## config.mk

```make
export PLATFORM = sky130hd
export DESIGN_NAME = gort_queue
export DESIGN_NICKNAME = d
export VERILOG_FILES = /design/src/hw/rtl/gort_pkg.sv /design/src/hw/rtl/gort_queue.sv
export SDC_FILE = /design/constraint.sdc
export NUM_CORES = 1
export LEC_CHECK = 0
export BUFFER_PORTS_ARGS = -buffer_cell sky130_fd_sc_hd__buf_2
export CORE_ASPECT_RATIO = 1.25
export CORE_MARGIN = 4
export CORE_UTILIZATION = 47
export DETAILED_ROUTE_END_ITERATION = 10
export PLACE_DENSITY = 0.84
export SLEW_MARGIN = 25
export SYNTH_ARGS = -nofsm -noshare
export SYNTH_HDL_FRONTEND = slang
export SYNTH_SLANG_ARGS = --single-unit
```

## constraint.sdc

```tcl
create_clock -name clk -period 6.44 [get_ports clk]
set_clock_uncertainty 0.2 [all_clocks]
set_input_delay 1.288 -clock clk [delete_from_list [all_inputs] [get_ports clk]]
set_output_delay 1.288 -clock clk [all_outputs]
set_load 0.01 [all_outputs]
```

## src/hw/rtl/gort_pkg.sv

```systemverilog
// Package for the grid occupancy ray traversal block: constants, codes and word types.
// No dependencies.
`default_nettype none
package gort_pkg;
  localparam int FRAC_BITS = 8;
  localparam int SIDE      = 64;
  localparam int CELL_AW   = 12;
  localparam logic [15:0] DIST_SAT = 16'hFFFF;
  localparam logic [8:0]  ONE_CELL = 9'd256;
  localparam logic [31:0] SQ_SAT   = 32'hFFFE0001;

  localparam logic [1:0] OP_CLEAR = 2'd0;
  localparam logic [1:0] OP_STAMP = 2'd1;
  localparam logic [1:0] OP_READ  = 2'd2;
  localparam logic [1:0] OP_RAY   = 2'd3;

  localparam logic [1:0] REG_WIDTH  = 2'd0;
  localparam logic [1:0] REG_HEIGHT = 2'd1;
  localparam logic [1:0] REG_MAXD   = 2'd2;

  typedef struct packed {
    logic [1:0]  op;
    logic [5:0]  row;
    logic [5:0]  col;
    logic [6:0]  rh;
    logic [6:0]  rw;
    logic [15:0] id;
    logic        ny;
    logic        nx;
    logic        hy;
    logic        hx;
    logic [15:0] uy;
    logic [15:0] ux;
    logic [15:0] sy;
    logic [15:0] sx;
  } cmd_t;

  typedef struct packed {
    logic [6:0]  width;
    logic [6:0]  height;
    logic [15:0] max_dist;
  } cfg_t;

  typedef struct packed {
    logic        hit;
    logic [15:0] id;
    logic [5:0]  row;
    logic [5:0]  col;
    logic [15:0] hdist;
  } result_t;
endpackage
`default_nettype wire

```

## src/hw/rtl/gort_queue.sv

```systemverilog
// Two-entry command queue between front and back.
// Depends on gort_pkg.
`default_nettype none
module gort_queue (
  input  wire logic          clk,
  input  wire logic          rst_n,
  input  wire logic          push,
  input  wire gort_pkg::cmd_t push_data,
  input  wire logic          pop,
  output gort_pkg::cmd_t     head,
  output logic               full,
  output logic               empty
);
  import gort_pkg::*;

  cmd_t       slot_r [2];
  logic       wp_r, rp_r;
  logic [1:0] cnt_r;

  assign head  = slot_r[rp_r];
  assign full  = cnt_r == 2'd2;
  assign empty = cnt_r == 2'd0;

  always_ff @(posedge clk) begin
    if (push) begin
      slot_r[wp_r] <= push_data;
    end
  end

  always_ff @(posedge clk) begin
    if (!rst_n) begin
      wp_r  <= 1'b0;
      rp_r  <= 1'b0;
      cnt_r <= 2'd0;
    end else begin
      if (push) wp_r <= ~wp_r;
      if (pop)  rp_r <= ~rp_r;
      cnt_r <= cnt_r + {1'b0, push} - {1'b0, pop};
    end
  end
endmodule
`default_nettype wire

```

; After elaboration in Yosys (flattened, before gate mapping)
; Memory sizes are Yosys's and may differ from the RTL's. A register that Yosys moved wholly into a read port is not among the register bits.
; Index checks and enable logic that the tools add are counted.
[classes]
mux = 4
n_bitwise = 2
n_addsub = 2
eq_ne = 1
reduce_logical = 1
[op_table]
columns = op, n
row1 = $mux W1, 4
row2 = $add A2 B1 Y2, 1
row3 = $eq A2 B2 Y1 const B, 1
row4 = $logic_not A2 Y1, 1
row5 = $not A1 Y1, 2
row6 = $sub A2 B1 Y2, 1
[totals]
in_bits = 116
ff_bits = 4
memories = 1
mem_bits_rw = 224
[mem_list]
columns = name, depth, word_bits, rd, rd_ports_with_merged_regs, wr, line
row1 = slot_r, 2, 112, 1, 1, 1, gort_queue.sv:16  ; cmd_t slot_r [2];

; Logic depth before layout (Yosys ltp)
; Gate-level depths: netlist of the first run.
[depth]
ltp_word = 3
mapped_depth = 6
ltp_nobuf = 6

; Least setup slack after synthesis of the first run
; OpenSTA, ideal clock, no wires.
[synth_timing]
kind = input to register
start = input port push
end = memory slot_r[0][0] (netlist bit), enable pin
stages = 1
path_buffers = 0
setup_slack_ns = -0.541
setup_time_ns = 0.598
t_arrival_ns = 6.184
cell_sequence = nor2b_1
[synth_between]
elab_chain_len = 2
[synth_lines]
columns = element, line
row1 = "start, declared", gort_queue.sv:7  ; input wire logic push,
row2 = $mux W1, gort_queue.sv:25  ; if (push) begin
row3 = $mux W1 (not written as such), gort_queue.sv:26  ; slot_r[wp_r] <= push_data;
row4 = "end, declared", gort_queue.sv:16
; No other way between the ends.

==> flow_metrics.py, run 1 <==
metrics = {
    "critical_path": {
        "critPathMaxFanout": 60,
        "cp_top_family": "flip-flops",
        "arrival_ns": 2.68,
        "end_kind": "output pin",
        "crit_required_ns": 4.95,
        "r2r_start": "wp_r",
        "slowest_stage": "dfxtp_4",
        "reg2reg_to": "slot_r[1][4]",
        "cp_cell_sequence": "buf_4 > mux2_2 > buf_2",
        "ff2ff_path_depth": 2,
        "regToRegSetupSlack_ns": 4.04,
        "start_kind": "flop",
        "crit_type": "flop to output pin",
        "max_stage_delay_ns": 0.88,
        "path_buf_inv": 2,
    },
    "min_path": {
        "worstHoldStart": "rp_r",
        "hp-class": "flop to flop",
        "holdPathStages": 2,
    },
    "synthesis": {
        "synth_seq_cells": 229,
        "ys_warn_count": 0,
        "syn_area_mm2": 0.008325,
        "synthDistinctLibCells": 14,
        "syn_avg_cell_area_um2": 22.56,
        "yosysTopAreaCell": "edfxtp_1",
        "synth_nets": 487,
        "yosysSeqAreaShare": 0.8200,
        "synth_top_cell_area_share": 0.8079,
        "syn_inst": 369,
        "synth_area_leaders": "edfxtp_1 (81%), mux2_2 (15%), dfxtp_1 (1.2%)",
    },
    "global_routing": {
        "overflow": 0,
        "grt_use_total": 0.1576,
        "grt_pass1_vias": 4670,
        "grt_max_degree": 84,
        "antenna_found_initial": 0,
        "grt_pass1_wl_mm": 24.65,
    },
    "floorplanning": {
        "start_util": 0.4776,
        "fp.dieArea_mm2": 0.01992,
        "die_y_um": 156.8,
        "rows": 54,
        "core_mm2": 0.01743,
        "fp.dieW_um": 127.0,
        "io_pins": 230,
    },
    "placement": {
        "portBuffers": 229,
        "dp_cells": 813,
        "dpl.hpwl_mm": 10.83,
        "globalplace.congestion": 0.7692,
        "place_area_mm2": 0.009688,
        "dp_slack_ns": 2.734,
    },
    "clock_network": {
        "htree_levels": 1,
        "cts_root_buf": "clkbuf_16",
        "cts_tree": "built",
        "cts_inserted_buffers": 22,
        "insertion_delay_ns": 0.49,
        "clock_path_buffers": 3,
        "post_cts_buffers": 0,
        "clk_pin_slew_ns": 0.06,
        "cts_hold_buf": 0,
        "ctsResizeCount": 0,
        "clkSinkCount": 229,
    },
    "final_layout": {
        "drive_above_1_share": 0.6089,
        "instances_no_fill": 853,
        "final_common_cell": "buf_2",
        "antenna_cells": 0,
        "final_area_mm2": 0.01053,
        "syn_to_final_growth_pct": 26.53,
        "n_fill_cell": 1284,
        "fin_util": 0.6043,
        "layout_common_cells": "buf_2 (229), edfxtp_1 (224), mux2_2 (112), clkbuf_16 (23), bufinv_16 (7)",
        "final_nets": 731,
    },
    "sta": {
        "rsz0062_at_grt": "false",
        "worstMarginPinSlew_ns": 0.9752,
        "min_period_over_period": 0.6467,
        "relSlewSlack": 0.3499,
        "fin_tns_setup_ns": 0,
        "fmax_mhz": 240.1,
        "hold_slack_ns": 0.4010,
        "finalWorstSetupSlack_ns": 2.275,
        "drv_slew": 0,
        "hold_violations": 0,
        "period_minus_slack_ns": 4.165,
        "setup_viol": 0,
    },
    "status": {
        "status": "complete, no violations",
    },
    "power_and_ir_drop": {
        "power.density_mw_per_mm2": 335.9,
        "p_total_mw": 3.538,
        "peakVddDrop_mv": 0.2422,
        "leakage_nw": 3.969,
    },
    "detailed_routing": {
        "drt_wl_total_mm": 16.13,
        "dr_total_vias": 4241,
        "first_iter_violations": 189,
        "wl_per_cell_um": 18.91,
        "post_drt_via_cell_ratio": 4.972,
        "antenna_left": 0,
        "drt_pre_antenna_iters": 4,
        "drc": 0,
    },
    "job": {
        "drv_cap": 0,
    },
}
metal layers:
layer / GRT usage / vias up / part of all wire
met4: 0.04650 / 0 / 0.021
met2: 0.2906 / 176 / 0.54
met3: 0.04404 / 27 / 0.081
li1: - / 1959 / -
met5: 0 / - / 0
met1: 0.1779 / 2079 / 0.36
where the power goes:
| part | switching (mW) | leakage (nW) | internal [mW] |
|---|---|---|---|
| logic | 0.164 | 1.41 | 0.160 |
| registers | 0.0341 | 2.14 | 1.72 |
| clock network | 0.520 | 0.413 | 0.936 |
tightest hold or removal path: stages, from the launching register on:
cell,delay (ns)
dfxtp_1,0.34
xor2_1,0.08
and2_1,0.14
synth_stat cells:
master	n
edfxtp_1	224
mux2_2	112
buf_6	8
dfxtp_1	5
and2_1	4
nor2b_1	4
buf_2	3
ha_1	2
inv_1	2
buf_4	1
nor2_1	1
o21a_1	1
xnor3_1	1
xor2_1	1
logic make-up (layout without fill, tap and decap cells):
logic type	Yosys count	after routing	synth area share
XOR/XNOR	2	2	0.003757
multiplexers	112	112	0.1515
flip-flops	229	229	0.8200
AND/OR/NAND/NOR	9	9	0.006461
AO/OA/AOI/OAI	1	1	0.0009020
adder cells (fa/ha/maj)	2	2	0.003005
buffers and inverters	14	274	0.01443
layout make-up:
cell class                 instances  area (um2)  area share
tap                              224       280.3     0.02661
clock buffer                      25       583.1     0.05535
sequential                       229        6830      0.6484
multi-input combinational        126        1389      0.1318
inverter                           2       7.507   0.0007127
clock inverter                    15       262.8     0.02494
timing repair buffer             232        1181      0.1121
registers in the layout, summed over array words and instances, names as in the netlist, named ones only:
signal,count
cnt_r,2
rp_r,1
slot_r,224
wp_r,1
worst max-delay path by stage:
stage / endpoint / cells past startpoint / start
3_3_place_gp: head[102] / 3 / flop
6_report: head[102] / 3 / flop
5_1_grt: head[102] / 3 / flop
4_1_cts: head[102] / 3 / flop
2_1_floorplan: slot_r[0][0] / 1 / push
3_5_place_dp: head[102] / 3 / flop
No activity file was read; power rests on OpenSTA's default activity.
==> run 2: changes to the inputs <==
==> constraint.sdc (replaced) <==
create_clock -name clk -period 3.7 [get_ports clk]
set_clock_uncertainty 0.2 [all_clocks]
set_input_delay 0.74 -clock clk [delete_from_list [all_inputs] [get_ports clk]]
set_output_delay 0.74 -clock clk [all_outputs]
set_load 0.01 [all_outputs]
==> run 2 against run 1 <==
- combinational power grew 82%
- final cell count down 0.12%
- register-to-register slack worse by 2.2 ns
- sequential cell count unchanged
- cell area fell by 1.1%
- via count down 0.90%
- routed wire length decreased by 2.0%
- sequential power grew 73%
- total power up 62%
- largest power group unchanged
- clock power is 45% higher
- worst setup slack worse by 1.4 ns
- core utilization shrank 0.67 points
==> flow_metrics.py, run 2 (synthesis gave the netlist of run 1 again) <==
metrics = {
    "final_layout": {
        "largestRegisters": "slot_r (224), cnt_r (2)",
        "final_area_mm2": 0.01042,
        "drive_above_1_share": 0.6115,
        "multi_input_area_mm2": 0.001389,
        "n_fill_cell": 1251,
        "antenna_cells": 0,
        "final_common_cell": "buf_2",
        "layout_common_cells": "buf_2 (229), edfxtp_1 (224), mux2_2 (112), clkbuf_16 (21), clkinv_2 (6)",
        "syn_to_final_growth_pct": 25.11,
        "instances_no_fill": 852,
        "final_nets": 732,
        "fin_util": 0.5975,
        "largest_reg_flops": 224,
        "seqCellArea_mm2": 0.006830,
        "max_flop_register": "slot_r",
    },
    "critical_path": {
        "ff2ff_path_depth": 2,
        "critPathMaxFanout": 50,
        "start_kind": "flop",
        "arrival_ns": 1.93,
        "crit_required_ns": 2.76,
        "crit_type": "flop to output pin",
        "end_kind": "output pin",
    },
    "floorplanning": {
        "core_mm2": 0.01743,
        "fp.dieW_um": 127.0,
        "fp.dieArea_mm2": 0.01992,
        "die_y_um": 156.8,
        "start_util": 0.4776,
        "io_pins": 230,
        "rows": 54,
    },
    "sta": {
        "relSlewSlack": 0.5824,
        "rsz0062_at_grt": "false",
        "period_minus_slack_ns": 2.869,
        "fmax_mhz": 348.5,
        "drv_slew": 0,
        "hold_violations": 0,
        "worstMarginPinSlew_ns": 0.6263,
        "min_period_over_period": 0.7754,
        "setup_viol": 0,
        "fin_tns_setup_ns": 0,
    },
    "detailed_routing": {
        "wl_per_cell_um": 18.54,
        "first_iter_violations": 167,
        "dr_total_vias": 4203,
        "drt_wl_total_mm": 15.80,
        "drt_pre_antenna_iters": 5,
        "antenna_left": 0,
        "post_drt_via_cell_ratio": 4.933,
        "drc": 0,
    },
    "clock_network": {
        "clk_pin_slew_ns": 0.07,
        "htree_levels": 1,
        "clock_path_buffers": 3,
        "cts_root_buf": "clkbuf_16",
        "clkSinkCount": 229,
        "ctsResizeCount": 0,
        "post_cts_buffers": 0,
        "insertion_delay_ns": 0.48,
        "cts_inserted_buffers": 21,
        "cts_hold_buf": 0,
        "cts_tree": "built",
    },
    "placement": {
        "dp_cells": 815,
        "globalplace.congestion": 0.7750,
        "place_area_mm2": 0.009728,
        "dpl.hpwl_mm": 10.74,
        "portBuffers": 229,
    },
    "power_and_ir_drop": {
        "p_comb_frac": 0.103,
        "p_int_mw": 4.528,
        "p_total_mw": 5.735,
        "clock_power_share": 0.368,
        "peakVddDrop_mv": 0.4638,
        "switching_share": 0.2104,
        "switchingPower_mw": 1.207,
        "power_frac_seq": 0.529,
        "leakage_nw": 3.912,
        "power.density_mw_per_mm2": 550.6,
    },
    "status": {
        "status": "complete, no violations",
    },
    "min_path": {
        "holdPathStages": 1,
        "hp-class": "primary input to flop",
    },
    "job": {
        "drv_cap": 0,
    },
    "global_routing": {
        "overflow": 0,
        "grt_pass1_wl_mm": 23.89,
        "grt_max_degree": 114,
        "grt_use_total": 0.1520,
        "grt_pass1_vias": 4661,
        "antenna_found_initial": 0,
    },
}
## run 2: power by group through the flow
stage                     sequential [mW]  clock, mW  combinational [mW]
after floorplan                      3.08          0               0.349
after global placement               3.08          0               0.577
after detailed placement             3.09          0               0.600
after CTS                            3.04       2.17               0.603
after global routing                 3.04       2.29               0.641
final                                3.04       2.11               0.590
## run 2: cell type report
cell class,instances,share of cell area
multi-input cells,126,0.1333
inverters,2,0.0007207
clock inverters,11,0.01093
repair buffers,234,0.1172
flip-flops and latches,229,0.6557
well taps,224,0.02691
clock buffers,26,0.05514
## run 2: stage by stage
stage / hold slack (ns) / setup slack, ns
6_report: 0.2408 / 0.8309
5_1_grt: 0.2123 / 0.7240
4_1_cts: 0.2181 / 0.7940
3_5_place_dp: 0.3811 / 1.309
3_3_place_gp: 0.3697 / 1.341
2_1_floorplan: 0.3546 / 0.6315
## run 2: path summary, 6_finish.rpt
kind / from / endpoint / slack (ns)
max: flop / head[46] / 0.83
min: push_data[8] / slot_r[0][8] / 0.24
max reg2reg: wp_r / slot_r[1][106] / 1.83
min reg2reg: rp_r / rp_r / 0.40
## run 2: worst max-delay path: stages, from the launching register on
cell and delay, ns:
dfxtp_4 0.36, buf_4 0.50, mux2_2 0.42, buf_2 0.14
## run 2: per-layer routing
layer  wire [um]  up-vias  share of wire  track usage
met5           0        -              0            0
met4         279        0          0.018      0.04088
met3        1273       24          0.081      0.04370
met2        8717      170           0.55       0.2846
met1        5526     2059           0.35       0.1685
li1            -     1950              -            -
