**src/hw/rtl/gort_pkg.sv**
```systemverilog
// Package for the grid occupancy ray traversal block: constants, codes and word types.
// No dependencies.
`default_nettype none
package gort_pkg;
  localparam int FRAC_BITS = 8;
  localparam int SIDE      = 64;
  localparam int CELL_AW   = 12;
  localparam logic [15:0] DIST_SAT = 16'hFFFF;
  localparam logic [8:0]  ONE_CELL = 9'd256;
  localparam logic [31:0] SQ_SAT   = 32'hFFFE0001;

  localparam logic [1:0] OP_CLEAR = 2'd0;
  localparam logic [1:0] OP_STAMP = 2'd1;
  localparam logic [1:0] OP_READ  = 2'd2;
  localparam logic [1:0] OP_RAY   = 2'd3;

  localparam logic [1:0] REG_WIDTH  = 2'd0;
  localparam logic [1:0] REG_HEIGHT = 2'd1;
  localparam logic [1:0] REG_MAXD   = 2'd2;

  typedef struct packed {
    logic [1:0]  op;
    logic [5:0]  row;
    logic [5:0]  col;
    logic [6:0]  rh;
    logic [6:0]  rw;
    logic [15:0] id;
    logic        ny;
    logic        nx;
    logic        hy;
    logic        hx;
    logic [15:0] uy;
    logic [15:0] ux;
    logic [15:0] sy;
    logic [15:0] sx;
  } cmd_t;

  typedef struct packed {
    logic [6:0]  width;
    logic [6:0]  height;
    logic [15:0] max_dist;
  } cfg_t;

  typedef struct packed {
    logic        hit;
    logic [15:0] id;
    logic [5:0]  row;
    logic [5:0]  col;
    logic [15:0] hdist;
  } result_t;
endpackage
`default_nettype wire

```
**src/hw/rtl/gort_if.sv**
```systemverilog
// Channel interfaces: input item word and result word with valid/ready.
// No dependencies.
`default_nettype none
interface gort_in_if;
  logic        valid;
  logic        ready;
  logic [1:0]  operation;
  logic [13:0] pos_y;
  logic [13:0] pos_x;
  logic [6:0]  rect_height;
  logic [6:0]  rect_width;
  logic [15:0] owner_id;
  logic signed [15:0] dir_y;
  logic signed [15:0] dir_x;
  modport source (output valid, operation, pos_y, pos_x, rect_height, rect_width, owner_id,
                  dir_y, dir_x, input ready);
  modport sink (input valid, operation, pos_y, pos_x, rect_height, rect_width, owner_id,
                dir_y, dir_x, output ready);
endinterface

`default_nettype wire

```
**src/hw/rtl/gort_front.sv**
```systemverilog
// Front end: accepts words, works out ray step lengths (divide, square root) and first edges.
// Depends on gort_pkg and gort_if.
`default_nettype none
module gort_front (
  input  wire logic      clk,
  input  wire logic      rst_n,
  gort_in_if.sink        in_chan,
  input  wire logic      init_done,
  input  wire logic      q_full,
  output logic           q_push,
  output gort_pkg::cmd_t q_data
);
  import gort_pkg::*;

  localparam logic [2:0] F_IDLE = 3'd0, F_AXIS = 3'd1, F_SQ = 3'd2, F_LOAD = 3'd3,
                         F_DIV = 3'd4, F_ROOT = 3'd5, F_EDGE = 3'd6, F_PUSH = 3'd7;

  logic [2:0]  st_r, st_nxt;
  cmd_t        cmd_r, cmd_nxt;
  logic [15:0] my_r, my_nxt, mx_r, mx_nxt;
  logic [7:0]  fy_r, fy_nxt, fx_r, fx_nxt;
  logic        axis_r, axis_nxt;
  logic [31:0] aa_r, aa_nxt, oo_r, oo_nxt;
  logic [47:0] num_r, num_nxt, quo_r, quo_nxt;
  logic [31:0] rem_r, rem_nxt;
  logic [5:0]  cnt_r, cnt_nxt;
  logic [15:0] root_r, root_nxt;
  logic [3:0]  bit_r, bit_nxt;

  logic [15:0] along, other, t;
  logic [31:0] rem_s, tt;
  logic        ge, sat;
  logic [8:0]  party, partx;
  logic [24:0] pdy, pdx;

  assign in_chan.ready = (st_r == F_IDLE) && init_done;
  assign q_push = (st_r == F_PUSH) && !q_full;
  assign q_data = cmd_r;

  always_comb begin
    st_nxt = st_r; cmd_nxt = cmd_r; my_nxt = my_r; mx_nxt = mx_r; fy_nxt = fy_r; fx_nxt = fx_r;
    axis_nxt = axis_r; aa_nxt = aa_r; oo_nxt = oo_r; num_nxt = num_r; quo_nxt = quo_r;
    rem_nxt = rem_r; cnt_nxt = cnt_r; root_nxt = root_r; bit_nxt = bit_r;
    along = axis_r ? mx_r : my_r;
    other = axis_r ? my_r : mx_r;
    rem_s = {rem_r[30:0], num_r[47]};
    ge    = rem_s >= aa_r;
    sat   = (quo_r[47:32] != 16'd0) || (quo_r[31:0] >= SQ_SAT);
    t     = root_r | (16'd1 << bit_r);
    tt    = t * t;
    party = cmd_r.ny ? {1'b0, fy_r} : ONE_CELL - {1'b0, fy_r};
    partx = cmd_r.nx ? {1'b0, fx_r} : ONE_CELL - {1'b0, fx_r};
    pdy   = party * cmd_r.uy;
    pdx   = partx * cmd_r.ux;
    case (st_r)
      F_IDLE: begin
        if (in_chan.valid && in_chan.ready) begin
          cmd_nxt.op  = in_chan.operation;
          cmd_nxt.row = in_chan.pos_y[13:8];
          cmd_nxt.col = in_chan.pos_x[13:8];
          cmd_nxt.rh  = in_chan.rect_height;
          cmd_nxt.rw  = in_chan.rect_width;
          cmd_nxt.id  = in_chan.owner_id;
          cmd_nxt.ny  = in_chan.dir_y[15];
          cmd_nxt.nx  = in_chan.dir_x[15];
          cmd_nxt.hy  = in_chan.dir_y != 16'sd0;
          cmd_nxt.hx  = in_chan.dir_x != 16'sd0;
          my_nxt = in_chan.dir_y[15] ? 16'(-in_chan.dir_y) : in_chan.dir_y;
          mx_nxt = in_chan.dir_x[15] ? 16'(-in_chan.dir_x) : in_chan.dir_x;
          fy_nxt = in_chan.pos_y[7:0];
          fx_nxt = in_chan.pos_x[7:0];
          axis_nxt = 1'b0;
          st_nxt = (in_chan.operation == OP_RAY) ? F_AXIS : F_PUSH;
        end
      end
      F_AXIS: begin
        if (axis_r ? cmd_r.hx : cmd_r.hy) begin
          st_nxt = F_SQ;
        end else begin
          if (axis_r) cmd_nxt.ux = 16'd0; else cmd_nxt.uy = 16'd0;
          axis_nxt = 1'b1;
          st_nxt = axis_r ? F_EDGE : F_AXIS;
        end
      end
      F_SQ: begin
        aa_nxt = along * along;
        oo_nxt = other * other;
        st_nxt = F_LOAD;
      end
      F_LOAD: begin
        num_nxt = {aa_r + oo_r, 16'd0};
        rem_nxt = 32'd0;
        quo_nxt = 48'd0;
        cnt_nxt = 6'd0;
        st_nxt  = F_DIV;
      end
      F_DIV: begin
        rem_nxt = ge ? rem_s - aa_r : rem_s;
        quo_nxt = {quo_r[46:0], ge};
        num_nxt = {num_r[46:0], 1'b0};
        cnt_nxt = cnt_r + 6'd1;
        if (cnt_r == 6'd47) begin
          root_nxt = 16'd0;
          bit_nxt  = 4'd15;
          st_nxt   = F_ROOT;
        end
      end
      F_ROOT: begin
        if (!sat && tt <= quo_r[31:0]) root_nxt = t;
        bit_nxt = bit_r - 4'd1;
        if (sat || bit_r == 4'd0) begin
          if (axis_r) cmd_nxt.ux = sat ? DIST_SAT : root_nxt;
          else        cmd_nxt.uy = sat ? DIST_SAT : root_nxt;
          axis_nxt = 1'b1;
          st_nxt = axis_r ? F_EDGE : F_AXIS;
        end
      end
      F_EDGE: begin
        cmd_nxt.sy = !cmd_r.hy ? DIST_SAT : (pdy[24] ? DIST_SAT : pdy[23:8]);
        cmd_nxt.sx = !cmd_r.hx ? DIST_SAT : (pdx[24] ? DIST_SAT : pdx[23:8]);
        st_nxt = F_PUSH;
      end
      F_PUSH: begin
        if (!q_full) st_nxt = F_IDLE;
      end
      default: st_nxt = F_IDLE;
    endcase
  end

  always_ff @(posedge clk) begin
    if (!rst_n) begin
      st_r <= F_IDLE;
    end else begin
      st_r <= st_nxt;
    end
  end

  always_ff @(posedge clk) begin
    cmd_r <= cmd_nxt; my_r <= my_nxt; mx_r <= mx_nxt; fy_r <= fy_nxt; fx_r <= fx_nxt;
    axis_r <= axis_nxt; aa_r <= aa_nxt; oo_r <= oo_nxt; num_r <= num_nxt; quo_r <= quo_nxt;
    rem_r <= rem_nxt; cnt_r <= cnt_nxt; root_r <= root_nxt; bit_r <= bit_nxt;
  end
endmodule
`default_nettype wire

```
**src/flat_wrapper.sv**
```systemverilog
// flat-port wrapper written by rule: the top's interface ports become plain ports
module gort_front_flat import gort_pkg::*;
  (clk, rst_n, init_done, q_full, q_push, q_data, in_chan_valid, in_chan_operation, in_chan_pos_y, in_chan_pos_x, in_chan_rect_height, in_chan_rect_width, in_chan_owner_id, in_chan_dir_y, in_chan_dir_x, in_chan_ready);
  gort_in_if in_chan_i ();
  input  wire logic clk;
  input  wire logic rst_n;
  input  wire logic init_done;
  input  wire logic q_full;
  output logic q_push;
  output gort_pkg::cmd_t q_data;
  input wire logic [$bits(in_chan_i.valid)-1:0] in_chan_valid;
  input wire logic [$bits(in_chan_i.operation)-1:0] in_chan_operation;
  input wire logic [$bits(in_chan_i.pos_y)-1:0] in_chan_pos_y;
  input wire logic [$bits(in_chan_i.pos_x)-1:0] in_chan_pos_x;
  input wire logic [$bits(in_chan_i.rect_height)-1:0] in_chan_rect_height;
  input wire logic [$bits(in_chan_i.rect_width)-1:0] in_chan_rect_width;
  input wire logic [$bits(in_chan_i.owner_id)-1:0] in_chan_owner_id;
  input wire logic [$bits(in_chan_i.dir_y)-1:0] in_chan_dir_y;
  input wire logic [$bits(in_chan_i.dir_x)-1:0] in_chan_dir_x;
  output wire logic [$bits(in_chan_i.ready)-1:0] in_chan_ready;
  assign in_chan_i.valid = in_chan_valid;
  assign in_chan_i.operation = in_chan_operation;
  assign in_chan_i.pos_y = in_chan_pos_y;
  assign in_chan_i.pos_x = in_chan_pos_x;
  assign in_chan_i.rect_height = in_chan_rect_height;
  assign in_chan_i.rect_width = in_chan_rect_width;
  assign in_chan_i.owner_id = in_chan_owner_id;
  assign in_chan_i.dir_y = in_chan_dir_y;
  assign in_chan_i.dir_x = in_chan_dir_x;
  assign in_chan_ready = in_chan_i.ready;
  gort_front u_core (.clk(clk), .rst_n(rst_n), .in_chan(in_chan_i), .init_done(init_done), .q_full(q_full), .q_push(q_push), .q_data(q_data));
endmodule
```
**config.mk**
```make
export PLATFORM = sky130hd
export DESIGN_NAME = gort_front_flat
export DESIGN_NICKNAME = d
export VERILOG_FILES = /design/src/hw/rtl/gort_pkg.sv /design/src/hw/rtl/gort_if.sv /design/src/hw/rtl/gort_front.sv /design/src/flat_wrapper.sv
export SDC_FILE = /design/constraint.sdc
export NUM_CORES = 2
export LEC_CHECK = 0
export BUFFER_PORTS_ARGS = -buffer_cell sky130_fd_sc_hd__clkbuf_2
export CAP_MARGIN = 15
export CORE_MARGIN = 5
export CORE_UTILIZATION = 38
export CTS_CLUSTER_SIZE = 14
export DETAILED_ROUTE_END_ITERATION = 7
export PLACE_DENSITY = 0.53
export SYNTH_ARGS = -nofsm -noshare
export SYNTH_HDL_FRONTEND = slang
export SYNTH_SLANG_ARGS = --single-unit
```
**constraint.sdc**
```tcl
create_clock -name clk -period 24.7 [get_ports clk]
set_input_delay 2.47 -clock clk [delete_from_list [all_inputs] [get_ports clk]]
set_output_delay 2.47 -clock clk [all_outputs]
set_load 0.02 [all_outputs]
```
# Word-level counts from Yosys, hierarchy flattened
# Cells that the tools add are included.
# word_totals
out_inout_bits,114
latchBits,0
elab_cells,130
mem_bits_rw,0
register_bits,381
inputBits,97
mem_count,0
rom_bits,0
# op_classes
n_shift,1
div_mod_pow,0
eq_ne,18
mul,5
n_reduce_logical,25
n_addsub,8
n_mux,37
n_bitwise,3
n_lt_le_gt_ge,3
# ops
cell,n
one-hot mux 48 bit (2 select lines),2
2-to-1 mux 16 bit,9
multiplier 16 x 16 -> 32 bit,3
2-to-1 mux 32 bit,2
one-hot mux 32 bit (2 select lines),1
one-hot mux 31 bit (2 select lines),1
multiplier 9 x 16 -> 25 bit,2
nonzero test 16 bit,3
adder 32 bit,1
>= comparator 32 bit,1
>= comparator 32 bit (second input constant),1
less-or-equal comparator 32 bit,1
negator 16 bit,2
one-hot mux 16 bit (2 select lines),1
2-to-1 mux 31 bit,1
subtractor 31 bit,1
2-to-1 mux 15 bit,2
one-hot mux 3 bit (8 select lines),1
2-to-1 mux 3 bit,7
2-to-1 mux 9 bit,2
subtractor 9 x 8 -> 9 bit (first input constant),2
bitwise OR 16 bit,1
left shift 1 x 4 -> 16 bit (first input constant),1
== test 3 bit (second input constant),4
other kinds (25),48

# Longest topological paths before layout
# depth
word_depth,10
ltp_mapped,41
mapped_depth_nobuf,39

# Least setup slack after synthesis
# No wires, ideal clock.
# synth_path
path_type,reg2reg
startpoint,reg u_core.st_r[1]
endpoint,"reg u_core.cnt_r[0], enable pin"
path_buffers,1
slack_ns,15.092
synth_period_minus_slack_ns,9.608
t_arrival_ns,8.853
stages_incl_launch_ff,4
setup_ns,0.754
path_cell_list,dfxtp_1 clkbuf_1 nand2_1 o21ai_0
# synth_via
elab_chain_cells,2
elab_cells_between_ends,3
# synth_rtl
item,line,rtl
from (decl),gort_front.sv:18,"logic [2:0] st_r, st_nxt;"
from (signal assigned),gort_front.sv:134,st_r <= st_nxt;
== test 3 x 2 -> 1 bit or == test 3 bit (tied branches),gort_front.sv:55,case (st_r)
nonzero test 2 bit (no line) (*),n/a,
to (signal assigned),gort_front.sv:141,rem_r <= rem_nxt; cnt_r <= cnt_nxt; root_r <= root_nxt; bit_r <= bit_nxt;
to (decl),gort_front.sv:26,"logic [5:0] cnt_r, cnt_nxt;"
# Every way passes the cells marked *; elsewhere a longest branch is shown, timed or not.
# A chain may end at the register's enable or synchronous reset.

# Final worst setup path
# layout_path
startpoint,reg u_core.bit_r[0]
endpoint,"reg u_core.cmd_r, in the netlist u_core.q_data[48] (data pin)"
# layout_via
elab_chain_cells,10
# layout_rtl
item,line,rtl
from (decl),gort_front.sv:28,"logic [3:0] bit_r, bit_nxt;"
from (signal assigned),gort_front.sv:141,
left shift 1 x 4 -> 16 bit (*),gort_front.sv:49,t = root_r | (16'd1 << bit_r);
bitwise OR 16 bit (*),gort_front.sv:49,
multiplier 16 x 16 -> 32 bit,gort_front.sv:50,tt = t * t;
less-or-equal comparator 32 bit,gort_front.sv:109,if (!sat && tt <= quo_r[31:0]) root_nxt = t;
logical AND 1 bit,gort_front.sv:109,
2-to-1 mux 16 bit (*),gort_front.sv:109,
2-to-1 mux 16 bit (*),gort_front.sv:113,else cmd_nxt.uy = sat ? DIST_SAT : root_nxt;
2-to-1 mux 16 bit (*),gort_front.sv:112,if (axis_r) cmd_nxt.ux = sat ? DIST_SAT : root_nxt;
2-to-1 mux 32 bit (*),gort_front.sv:111,if (sat || bit_r == 4'd0) begin
one-hot mux 32 bit (2 select lines) (*),gort_front.sv:55,
to (signal assigned),gort_front.sv:139,cmd_r <= cmd_nxt; my_r <= my_nxt; mx_r <= mx_nxt; fy_r <= fy_nxt; fx_r <= fx_nxt;
to (decl),gort_front.sv:19,"cmd_t cmd_r, cmd_nxt;"
# Every way passes the cells marked *; elsewhere a longest branch is shown, timed or not. The select of a mux whose other input is x is not followed.

==> results.cfg <==
[cts]
hold_buffers = 0
post_cts_buffers = 0
cts_sinks = 363
h-tree-depth = 2
cts_tree = yes
root_buffer = clkbuf_16
clk_pin_slew_worst_paths_ns = 0.06
clk_path_buf_depth = 3
cts_buffers = 47
ctsResizeCount = 0
clk_latency_ns = 0.63

[setup_path]
reg2reg_depth = 35
cp_num_buf_inv = 4
crit_arrival_ns = 11.05
rr_startpoint = u_core.bit_r[0]$_SDFFCE_PN1P_
cp_top_family = adder cells
path_max_fanout = 16
crit_top_cell = fa_1
critPathCaptureType = flip-flop
crit_type = flip-flop to flip-flop
critPathSlowestCell = nor2_1
setup.worst_path.start_class = flip-flop
reg2reg_to = u_core.q_data[48]$_SDFFCE_PN0P_
cp_data_required_time_ns = 25.15
ff2ff_setup_slack_ns = 14.09
max_stage_delay_ns = 0.69

[floorplanning]
dieHeight_um = 362
floorplan.rows = 129
design.die.area_sq_um = 131000
start_util_pct = 38.2
num_io_pins = 211
coreArea_sq_um = 123000
fp.dieW_um = 362

[logic_synthesis]
synth_seq_cells = 363
synth-warning-count = 0
avgSynthCellArea_sq_um = 9.67
synth-edff-count = 360
synthCells = 4874
ys_seq_area_share_pct = 23.1
ys_async_sr_fraction_pct = 0
synthFlopType = edfxtp_1
ys_types = 79
syn-num-nets = 6128
syn_area_sq_um = 47100

[cells_and_area]
nets = 6297
seq_area_sq_um = 10900
multi_input_area_sq_um = 32000
layout_common_cells = inv_1, fa_1, nand2_1, ha_1, nor2_1
area_delta_synth_final_pct = 9.57
drive_gt1_share_pct = 7.96
n_fill_cell = 12300
layout_commonest_cell = inv_1

[timing]
tightest_slew_ns = 1.12
timing.final.crit_share_pct = 42.9
maxSlewHeadroom_pct = 24.7
finalWorstSetupSlack_ns = 14.09
skew_ns = 0.0256
setup_tns_ns = 0
fin_crit_ns = 10.61
hold_violations = 0
timing.fmax_mhz = 94.3
hold-worst-slack_ns = 0.508
rsz0062_at_grt = no
setup_viol = 0
maxSlewViolCount = 0

[route]
drtAntennaViolNets = 0
drtIter0Drc = 1477
routed_wl_um = 117000
wl_per_cell_um = 17.4
dr.pass1.iters = 6
vias = 33000
drc_errors = 0
viasPerCell = 4.92

[global_route]
grt_overflow_total = 0
grt_pass1_wl_um = 191000
grtUsageTotal_pct = 18.1
grt_antenna_before_repair = 2
grt_max_degree = 63
grt_pass1_vias = 35100

[hold_path]
min_from = u_core.num_r[16]$_SDFFCE_PP0P_
min_path_type = flip-flop to flip-flop
hold-path-endpoint = u_core.num_r[17]$_DFFE_PP_
hold_depth = 2

[placed_design]
dp_hpwl_um = 95200
globalplace.congestion = 0.876
pre_cts_slack_ns = 14.10
io_buffers = 210

[status]
status = finished, final reports clean

[run]
maxCapViolations = 0
synthesized netlist by cell type, drive strengths merged, types with 4 or more instances:
master / instances / share of area (%)
nand4: 28 / 0.37
nand3: 57 / 0.61
edfxtp: 360 / 23
o21bai: 26 / 0.41
nand4b: 4 / 0.074
o31a: 5 / 0.093
and3: 15 / 0.20
and2: 47 / 0.62
buf: 37 / 0.33
inv: 1028 / 8.2
or2: 14 / 0.19
fa: 685 / 29
a221o: 5 / 0.11
nand2: 486 / 3.9
o211ai: 7 / 0.11
nor2: 414 / 3.3
a211oi: 23 / 0.37
o31ai: 16 / 0.25
xnor2: 146 / 2.7
nor4: 19 / 0.27
ha: 472 / 13
o21ai: 121 / 1.3
o221a: 15 / 0.36
and4: 5 / 0.093
a31oi: 25 / 0.35
o41ai: 5 / 0.11
o21a: 27 / 0.43
a21oi: 179 / 1.9
mux2: 18 / 0.45
a221oi: 5 / 0.093
nor2b: 109 / 1.4
or3: 14 / 0.19
a21o: 86 / 1.4
xor2: 70 / 1.3
clkbuf: 98 / 0.78
nand2b: 48 / 0.64
clkinv: 18 / 0.14
mux2i: 42 / 0.89
a311oi: 4 / 0.074
nor3: 42 / 0.45
per-layer routing:
| layer | vias up | track usage, % | share of wire, % |
|---|---|---|---|
| met5 | - | 0 | 0 |
| li1 | 15900 | - | - |
| met2 | 589 | 32.2 | 50 |
| met4 | 0 | 4.62 | 2.9 |
| met1 | 16500 | 23.5 | 44 |
| met3 | 149 | 2.03 | 3.9 |
worst min-delay path, stage by stage (launching register included):
cell	delay, ns
edfxtp_1	0.32
nand2_1	0.04
nand2_1	0.05
final cells by class:
cell class | instances | share of cell area, %
Multi-Input combinational cell | 3330 | 61.9
Sequential cell | 363 | 21.1
Inverter | 1046 | 7.60
Tap cell | 1637 | 3.97
Timing Repair Buffer | 255 | 2.69
Clock buffer | 52 | 2.31
Clock inverter | 28 | 0.463
Antenna cell | 1 | 0.00485
sequential cells by signal (all words and copies together) (netlist names):
signal,flops
u_core.q_data,112
u_core.quo_r,48
u_core.num_r,32
u_core.aa_r,31
u_core.oo_r,31
u_core.rem_r,31
u_core.mx_r,16
u_core.my_r,16
u_core.root_r,16
u_core.fx_r,8
u_core.fy_r,8
u_core.cnt_r,6
u_core.bit_r,4
u_core.st_r,3
u_core.axis_r,1
cell families after synthesis:
group / count (synthesis) / share of synthesized area (%)
AOI/OAI and AO/OA: 582 / 7.95
xor gates and xnor gates: 216 / 4.03
adders and majority gates: 1157 / 41.6
buffers and inverters: 1181 / 9.45
DFF: 363 / 23.1
muxes: 60 / 1.34
and+or+nand+nor: 1315 / 12.5
worst max path at each step:
| stage | to | from | cells past startpoint | slack [ns] |
|---|---|---|---|---|
| floorplan | u_core.cnt_r[0]$_SDFFCE_PN0P_ | u_core.st_r[1]$_SDFFE_PN0P_ | 3 | 15.09 |
| global placement | u_core.q_data[41]$_SDFFCE_PN0P_ | u_core.bit_r[0]$_SDFFCE_PN1P_ | 32 | 14.27 |
| detailed placement | u_core.q_data[32]$_SDFFCE_PN0P_ | u_core.bit_r[0]$_SDFFCE_PN1P_ | 35 | 14.10 |
| CTS | u_core.q_data[32]$_SDFFCE_PN0P_ | u_core.bit_r[0]$_SDFFCE_PN1P_ | 35 | 14.05 |
| global route | u_core.q_data[32]$_SDFFCE_PN0P_ | u_core.bit_r[2]$_SDFFCE_PN1P_ | 37 | 13.20 |
| finish | u_core.q_data[48]$_SDFFCE_PN0P_ | u_core.bit_r[0]$_SDFFCE_PN1P_ | 35 | 14.09 |
stage by stage:
| stage | utilization [%] | instances | area (sq um) |
|---|---|---|---|
| finish | 41.8 | 6712 | 51600 |
| global route | 41.8 | 6711 | 51600 |
| CTS | 41.8 | 6711 | 51600 |
| detailed placement | 40.7 | 6631 | 50200 |
| global placement | 40.7 | 6631 | 50200 |
| floorplan | - | 4874 | 47100 |
Power is not shown: default switching activity piles up to over one toggle a cycle in this logic, so the estimate is an artifact.
